File: src/hw/rtl/cshs_ram.sv
module cshs_ram #(
   parameter int WIDTH = 8,
   parameter int DEPTH = 16
) (
   input  logic                     clock,
   input  logic                     wr_en,
   input  logic [$clog2(DEPTH)-1:0] wr_addr,
   input  logic [WIDTH-1:0]         wr_data,
   input  logic [$clog2(DEPTH)-1:0] rd_addr,
   output logic [WIDTH-1:0]         rd_data
);

   logic [WIDTH-1:0] mem_ff [DEPTH];
   logic [WIDTH-1:0] rd_data_ff;

   always_ff @(posedge clock) begin
      if (wr_en) begin
         mem_ff[wr_addr] <= wr_data;
      end
      rd_data_ff <= mem_ff[rd_addr];
   end

   assign rd_data = rd_data_ff;

endmodule

File: config.mk
export PLATFORM = sky130hd
export DESIGN_NAME = cshs_ram
export DESIGN_NICKNAME = d
export VERILOG_FILES = /design/src/hw/rtl/cshs_ram.sv
export SDC_FILE = /design/constraint.sdc
export NUM_CORES = 1
export LEC_CHECK = 0
export ABC_CLOCK_PERIOD_IN_PS = 1890
export BUFFER_PORTS_ARGS = -buffer_cell sky130_fd_sc_hd__buf_2
export CAP_MARGIN = 20
export CORE_MARGIN = 5
export CORE_UTILIZATION = 40
export CTS_CLUSTER_SIZE = 12
export DETAILED_ROUTE_END_ITERATION = 10
export SLEW_MARGIN = 20
export SYNTH_ARGS = -nofsm -noshare
export SYNTH_HDL_FRONTEND = slang
export SYNTH_SLANG_ARGS = --single-unit
File: constraint.sdc
create_clock -name clock -period 1.89 [get_ports clock]
set_input_delay 0.378 -clock clock [delete_from_list [all_inputs] [get_ports clock]]
set_output_delay 0.378 -clock clock [all_outputs]
set_load 0.01 [all_outputs]
==> results_dict.tcl, run 1 <==
set metrics [dict create \
    status "finished, final reports clean" \
    hold_class "input port to register" \
    pin_count 26 \
    n_antenna_cell 0 \
    hp-start "wr_data[2]" \
    dieWidth_um 123 \
    cts-hold-fix-buffers 0 \
    layout-drive-gt1-share_pct 31.3 \
    synth_largest_area_cell "edfxtp_1" \
    avgSynthCellArea_um2 22.5 \
    path_buf_inv 0 \
    vias 2366 \
    yosys_register_bits 136 \
    rows 41 \
    clock_path_buffers 2 \
    dp.cells 437 \
    htreeDepth 4 \
    io_buffers 25 \
    cts-resized-gates 0 \
    syn_area_um2 5150 \
    grt_pass1_wl_mm 14.7 \
    viasPerCell 5.04 \
    finalWorstSetupSlack_ns 0.511 \
    max_freq_ghz 0.725 \
    utilization_pct 49.4 \
    stdcell_count 469 \
    core_area_um2 12600 \
    slowest_delay_ns 0.50 \
    cts_tree "built" \
    synthTopCellsByArea "edfxtp_1, mux4_2, mux4_1" \
    die_h_um 123 \
    startpoint_type "register" \
    period_minus_slack_ns 1.38 \
    rsz0062_at_grt "false" \
    layout.nets 302 \
    grt_pass1_vias 2507 \
    routedWlPerCell_um 20.4 \
    firstDrtPassIters 4 \
    ys_warn_count 0 \
    worst_skew_pair.late_latency_ns 0.41 \
    crit_path_end_kind "register" \
    syn_inst 229 \
    ir_drop_mv 0.619 \
    synthDistinctLibCells 19 \
    routed_wl_mm 9.57 \
    drt_iter0_markers 251 \
    crit_fanout 1 \
    clkTransAtPathRegs_ns 0.06 \
    dp_slack_ns 0.102 \
    cpMaxStageDelayCell "mux4_1" \
    cts_buffers 17 \
    grt_use_total_pct 13.9 \
    period_share_pct 73.0 \
    crit_start "mem_ff[1][0]" \
    whs_ns 0.358 \
    grt_max_degree 33 \
    rr_startpoint "mem_ff[1][0]" \
    drv_cap 0 \
    cts_setup_buffers 0 \
    p_leak_nw 2.11 \
    area_delta_synth_final_pct 21.1 \
    required_ns 2.18 \
    gr-total-overflow 0 \
    fin_skew_ns 0.00615 \
    ant_nets 0 \
    setup_viol 0 \
    cts-root-buf "clkbuf_16" \
    synth-seq-area-share_pct 77.8 \
    syn_nets 247 \
    gp_congestion 0.710 \
    cpLargestDelayFamily "multiplexers" \
    cellPowerDensity_nw_per_um2 1160 \
    cp_cell_sequence "mux4_1, a22oi_1, nand2_1" \
    relSlewSlack_pct 74.0 \
    crit_type "register to register" \
    worst_pin_slew_ns 0.390 \
    die_area_um2 15200 \
    dp_hpwl_mm 6.14 \
    cts_sinks 136 \
    yosys.area.top_type_share_pct 74.7 \
    fin_tns_setup_ns 0 \
    cp.arrival_ns 1.67 \
    fin_area_um2 6230 \
    remaining_drc_errors 0 \
    antenna_found_initial 0 \
    p_total_mw 7.21 \
    place_area_um2 5600 \
    slew_violations 0 \
    initial_core_util_pct 40.8 \
    hold_violations 0 \
]
## synthesized netlist by cell type (all sizes together)
master         number
or3b                1
buf                 7
dfxtp               8
nor2b               1
nor3                4
mux4               32
and2b               1
nand3               1
a22oi              16
nand2b              2
nand2               9
and2                1
nand3b              2
nor2               13
edfxtp            128
clkdlybuf4s25       3
## worst reg2reg max path, delay by kind of cell (launching register included)
family	cells	cell delay [ns]
multiplexers	1	0.50
flip-flops	1	0.37
AND/OR/NAND/NOR	1	0.08
AO/OA/AOI/OAI	1	0.31
## layout by cell type (no fill, tap or decap), types with 8 or more instances in the layout
master | synthesis | routed
a22oi_1 | 16 | 16
buf_2 | 3 | 25
buf_4 | 1 | 18
clkbuf_16 | 0 | 17
dfxtp_1 | 8 | 8
edfxtp_1 | 128 | 128
mux4_1 | 14 | 14
mux4_2 | 18 | 18
nand2_1 | 9 | 9
nor2_1 | 13 | 13
## area by class of cell
| class | count | area [um^2] |
|---|---|---|
| multi-input cells | 83 | 1060 |
| repair buffers | 46 | 320 |
| fillers | 1023 | 6390 |
| clock buffers | 19 | 433 |
| well taps | 172 | 215 |
| clock inverters | 13 | 201 |
| flip-flops and latches | 136 | 4000 |
## per-layer routing
| metal | up-vias | GRT usage, % | wire length [um] |
|---|---|---|---|
| li1 | 1085 | - | - |
| met1 | 1213 | 17.7 | 4180 |
| met3 | 12 | 3.43 | 393 |
| met4 | 0 | 6.85 | 167 |
| met5 | - | 0 | 0 |
| met2 | 56 | 22.4 | 4830 |
## state kept, by name, summed over array words and instances, names as in the netlist
signal	flops
rd_data	8
mem_ff	128
## cells by family after synthesis
logic type	Yosys count	synth area share, %
flops	136	77.8
compound gates	16	2.33
buf+inv	10	1.68
simple gates	35	3.18
mux	32	15.0
## power breakdown
part           switching [mW]  total, mW  internal [mW]
Sequential             0.0191       3.39           3.37
Combinational           0.179      0.320          0.141
Clock                    1.16       3.49           2.33
## final timing paths
kind                                     end  slack [ns]  cells after the start
worst max register to register    rd_data[0]        0.51                      3
worst min-delay path            mem_ff[5][2]        0.36                      1
worst max-delay path              rd_data[0]        0.51                      3
worst min register to register    rd_data[3]        0.67                      3
Power figures use the tool's default switching activity.
==> inputs of run 2 (changes only) <==
--- a/config.mk
+++ b/config.mk
@@ -5,7 +5,7 @@
 export SDC_FILE = /design/constraint.sdc
 export NUM_CORES = 1
 export LEC_CHECK = 0
-export ABC_CLOCK_PERIOD_IN_PS = 1890
+export ABC_CLOCK_PERIOD_IN_PS = 1250
 export BUFFER_PORTS_ARGS = -buffer_cell sky130_fd_sc_hd__buf_2
 export CAP_MARGIN = 20
 export CORE_MARGIN = 5
==> constraint.sdc (replaced) <==
create_clock -name clock -period 1.25 [get_ports clock]
set_input_delay 0.25 -clock clock [delete_from_list [all_inputs] [get_ports clock]]
set_output_delay 0.25 -clock clock [all_outputs]
set_load 0.01 [all_outputs]
==> run 2 against run 1 <==
Against the previous run: the run now ends with negative setup slack left; routed wire length up 5.6%; first-iteration DRC count up 25%; cell count up 1.1%; flip-flop and latch count unchanged; worst hold slack worse by 0.13 ns; critical path type unchanged.
==> results_dict.tcl, run 2 (synthesis gave the netlist of run 1 again) <==
set metrics [dict create \
    status "finished with violations" \
    failed_checks "negative setup slack" \
    crit_type "register to register" \
    cts_tree "built" \
    mostFrequentLayoutCells "edfxtp_1, mux4_2, buf_2" \
    clkTransAtPathRegs_ns 0.05 \
    gr-total-overflow 0 \
    die_area_um2 15200 \
    clock_path_buffers 2 \
    initial_core_util_pct 40.8 \
    r2r-end "rd_data[5]" \
    n_antenna_cell 0 \
    layout-drive-gt1-share_pct 41.7 \
    largest-register "mem_ff" \
    fin_area_um2 6300 \
    die_h_um 123 \
    regArea_um2 4000 \
    dieWidth_um 123 \
    rr_startpoint "mem_ff[10][5]" \
    rows 41 \
    cp_cell_sequence "mux4_2, a22oi_2, nand2_1" \
    crit_path_end_kind "register" \
    finalWorstSetupSlack_ns -0.0363 \
    startpoint_type "register" \
    place_area_um2 5690 \
    layout.nets 307 \
    gp_congestion 0.682 \
    hp-start "wr_data[2]" \
    grt_use_total_pct 14.8 \
    routed_wl_mm 10.1 \
    core_area_um2 12600 \
    p_leak_nw 2.10 \
    htreeDepth 4 \
    cpLargestDelayFamily "multiplexers" \
    vias 2456 \
    setup_viol 3 \
    max_freq_ghz 0.777 \
    rsz0062_at_grt "true" \
    cts_buffers 17 \
    routedWlPerCell_um 21.3 \
    antenna_found_initial 0 \
    period_minus_slack_ns 1.29 \
    worst_skew_pair.late_latency_ns 0.41 \
    remaining_drc_errors 0 \
    worst_pin_slew_ns 0.981 \
    grt_pass1_vias 2593 \
    fin_skew_ns 0.00765 \
    viasPerCell 5.18 \
    crit_fanout 1 \
    cellPowerDensity_nw_per_um2 1670 \
    path_buf_inv 0 \
    utilization_pct 49.9 \
    cts_sinks 136 \
    drv_cap 0 \
    cts_setup_buffers 0 \
    drt_iter0_markers 314 \
    hold_class "input port to register" \
    ir_drop_mv 0.759 \
    cp.depth 3 \
    hold_violations 0 \
    relSlewSlack_pct 34.4 \
    cts-root-buf "clkbuf_16" \
    period_share_pct 103 \
    grt_pass1_wl_mm 15.8 \
    slew_violations 0 \
    r2r_cells 3 \
    dp_hpwl_mm 6.62 \
    cpMaxStageDelayCell "mux4_2" \
    whs_path_depth 1 \
    cts-hold-fix-buffers 0 \
    firstDrtPassIters 4 \
    cp.arrival_ns 1.58 \
    r2r_setup_slack_ns -0.04 \
    largest_reg_flops 128 \
    pin_count 26 \
    grt_max_degree 21 \
    ant_nets 0 \
    slowest_delay_ns 0.47 \
    layout_commonest_cell "edfxtp_1" \
    required_ns 1.54 \
    n_fill_cell 1070 \
    multi_input_area_um2 1090 \
    p_total_mw 10.5 \
    io_buffers 25 \
    area_delta_synth_final_pct 22.4 \
    hold_end "mem_ff[12][2]" \
]
## run 2: changes by cell type in the layout (fill, tap and decap cells not counted), moves of 3 or more
cell,previous run,this run
nor2_4,0,3
clkinvlp_4,4,1
nor3_1,4,0
buf_12,3,7
clkinv_2,1,6
a22oi_2,0,7
nor3_2,0,3
mux4_2,18,32
nor2_1,13,10
mux4_1,14,0
a22oi_1,16,9
## run 2: worst max path at each step
stage / from / to / slack [ns]
final: mem_ff[10][5] / rd_data[5] / -0.04
after global routing: mem_ff[10][5] / rd_data[5] / -0.11
after CTS: mem_ff[10][5] / rd_data[5] / -0.04
after detailed placement: rd_addr[0] / rd_data[5] / -0.45
after global placement: rd_addr[0] / rd_data[5] / -0.46
after floorplan: wr_addr[2] / mem_ff[0][0] / -0.13
## run 2: worst register-to-register path: stages (launching register included)
cell and delay, ns:
edfxtp_1 0.36, mux4_2 0.47, a22oi_2 0.26, nand2_1 0.08
## run 2: layout make-up
| class | instances | area share, % |
|---|---|---|
| Sequential cell | 136 | 63.6 |
| Timing Repair Buffer | 51 | 6.47 |
| Multi-Input combinational cell | 83 | 17.3 |
| Clock inverter | 10 | 2.03 |
| Clock buffer | 22 | 7.21 |
| Tap cell | 172 | 3.42 |
## run 2: power breakdown
part / leakage [nW] / switching, mW / internal, mW
logic: 0.586 / 0.305 / 0.253
registers: 1.22 / 0.0340 / 5.10
clock network: 0.287 / 1.68 / 3.16
## run 2: per-layer routing
| layer | routed length [um] | up-vias | global-route usage, % | share of wire (%) |
|---|---|---|---|---|
| li1 | - | 1084 | - | - |
| met1 | 4650 | 1300 | 21.1 | 46 |
| met2 | 4840 | 66 | 21.6 | 48 |
| met3 | 520 | 6 | 4.53 | 5.1 |
| met4 | 93 | 0 | 5.61 | 0.92 |
| met5 | 0 | - | 0 | 0 |
## run 2: metrics by stage
| step | hold WS [ns] | cells | setup WS, ns | setup TNS (ns) |
|---|---|---|---|---|
| 2_1_floorplan | 0.349 | 229 | -0.133 | -1.54 |
| 3_3_place_gp | 0.639 | 442 | -0.457 | -20.55 |
| 3_5_place_dp | 0.644 | 442 | -0.452 | -22.17 |
| 4_1_cts | 0.215 | 474 | -0.0392 | -0.0585 |
| 5_1_grt | 0.224 | 474 | -0.108 | -0.385 |
| 6_report | 0.231 | 474 | -0.0363 | -0.0517 |
## run 2: timing repair
item | CTS | global route
hold endpoints to repair | 0 | 0
pin swaps | 0 | 1
resized for setup | 7 | 1
endpoints found under the setup margin | 7 | 8
==> inputs of run 3 (changes only) <==
--- a/config.mk
+++ b/config.mk
@@ -6,12 +6,12 @@
 export NUM_CORES = 1
 export LEC_CHECK = 0
 export ABC_CLOCK_PERIOD_IN_PS = 1250
-export BUFFER_PORTS_ARGS = -buffer_cell sky130_fd_sc_hd__buf_2
 export CAP_MARGIN = 20
 export CORE_MARGIN = 5
 export CORE_UTILIZATION = 40
 export CTS_CLUSTER_SIZE = 12
 export DETAILED_ROUTE_END_ITERATION = 10
+export DONT_BUFFER_PORTS = 1
 export SLEW_MARGIN = 20
 export SYNTH_ARGS = -nofsm -noshare
 export SYNTH_HDL_FRONTEND = slang
==> run 3 against run 2 <==
Against the previous run: the run still ends with negative setup slack left; highest routed layer unchanged; cell count down 4.4%; total power up 2.6%; routed wire length down 2.4%; clock power up 8.9%.
==> results_dict.tcl, run 3 (synthesis gave the netlist of run 1 again) <==
set metrics [dict create \
    initial_core_util_pct 40.8 \
    routedWlPerCell_um 21.8 \
    routed_wl_mm 9.86 \
    hold_violations 0 \
    cts-root-buf "clkbuf_16" \
    gp_congestion 0.729 \
    cpLargestDelayFamily "multiplexers" \
    layout-drive-gt1-share_pct 35.5 \
    ant_nets 0 \
    finalWorstSetupSlack_ns -0.0779 \
    rows 41 \
    drt_iter0_markers 199 \
    io_buffers 0 \
    p_leak_nw 2.00 \
    remaining_drc_errors 0 \
    busiest_layer "met2" \
    cts_tree "built" \
    cts_buffers 17 \
    fin_skew_ns 0.00353 \
    gr-usage-met1_pct 19.6 \
    clkTransAtPathRegs_ns 0.06 \
    rsz0062_at_grt "true" \
    period_minus_slack_ns 1.33 \
    grtUsageMet3_pct 4.62 \
    hold_class "input port to register" \
    cp.arrival_ns 1.63 \
    grt_use_total_pct 14.4 \
    dp_slack_ns -0.110 \
    die_area_um2 15200 \
    core_area_um2 12600 \
    gr-total-overflow 0 \
    clock_path_buffers 2 \
    viasPerCell 5.16 \
    path_buf_inv 1 \
    grtUsageMet2_pct 21.6 \
    grt_pass1_vias 2523 \
    cts_sinks 136 \
    antenna_found_initial 2 \
    ir_drop_mv 0.872 \
    dp.cells 411 \
    crit_type "register to register" \
    startpoint_type "register" \
    largest-register "mem_ff" \
    n_fill_cell 1042 \
    status "finished with violations" \
    htreeDepth 4 \
    slowest_delay_ns 0.49 \
    cellPowerDensity_nw_per_um2 1740 \
    dieWidth_um 123 \
    crit_fanout 1 \
    setup_viol 8 \
    crit_path_end_kind "register" \
    grt_pass1_wl_mm 15.3 \
    vias 2338 \
    drv_cap 0 \
    layout_commonest_cell "edfxtp_1" \
    utilization_pct 49.2 \
    period_share_pct 106 \
    firstDrtPassIters 4 \
    worst_pin_slew_ns 0.833 \
    stdcell_count 453 \
    p_total_mw 10.8 \
    relSlewSlack_pct 44.2 \
    cp_cell_sequence "mux4_2, a22oi_2, buf_4, nand2_2" \
    mostFrequentLayoutCells "edfxtp_1, mux4_2, buf_4" \
    area_delta_synth_final_pct 20.6 \
    failed_checks "negative setup slack" \
    cts_setup_buffers 0 \
    layout.nets 284 \
    worst_skew_pair.late_latency_ns 0.41 \
    cpMaxStageDelayCell "mux4_2" \
    slew_violations 0 \
    dp_hpwl_mm 6.07 \
    grt_max_degree 33 \
    pin_count 26 \
    required_ns 1.55 \
    die_h_um 123 \
    max_freq_ghz 0.753 \
    largest_reg_flops 128 \
]
[run 3: worst register-to-register path, stage by stage (launching register included)]
cell,delay (ns)
edfxtp_1,0.37
mux4_2,0.49
a22oi_2,0.18
buf_4,0.15
nand2_2,0.04
[run 3: power by group]
group          internal [mW]  switching (mW)  leakage [nW]  total, mW
clock                   3.49            1.78         0.308       5.27
sequential              5.10          0.0503          1.22       5.15
combinational          0.193           0.198         0.469      0.391
[run 3: worst paths after layout]
path / start / to / slack (ns) / cells past startpoint
max: mem_ff[3][5] / rd_data[5] / -0.08 / 4
min: wr_addr[1] / mem_ff[0][4] / 0.17 / 2
max reg2reg: mem_ff[3][5] / rd_data[5] / -0.08 / 4
min reg2reg: mem_ff[14][3] / rd_data[3] / 0.69 / 3
[run 3: metal layers]
| layer | wire length, um | vias up |
|---|---|---|
| met1 | 4280 | 1218 |
| met3 | 724 | 6 |
| met2 | 4740 | 72 |
| met5 | 0 | - |
| li1 | - | 1042 |
| met4 | 114 | 0 |
[run 3: final cells by class]
cell class | instances | area (um^2) | share of cell area (%)
Sequential cell | 136 | 4000 | 64.5
Multi-Input combinational cell | 83 | 1090 | 17.5
Clock buffer | 20 | 467 | 7.52
Timing Repair Buffer | 28 | 255 | 4.11
Tap cell | 172 | 215 | 3.47
Clock inverter | 12 | 171 | 2.76
Antenna cell | 2 | 5.00 | 0.0806
[run 3: per-stage QoR]
step	instance area, um^2	TNS [ns]	hold slack [ns]
2_1_floorplan	5180	-1.54	0.349
5_1_grt	6210	-0.575	0.152
4_1_cts	6190	-0.424	0.122
3_5_place_dp	5450	-2.12	0.350
3_3_place_gp	5450	-2.14	0.350
6_report	6210	-0.311	0.170
[run 3: what timing repair did]
item                                   in CTS  in global routing
pin swaps                                   1                  3
cloned                                      0                  0
setup endpoints to repair                   8                  8
endpoints found under the hold margin     128                  0
gates resized for setup                     5                  3
hold buffers                                8                  0
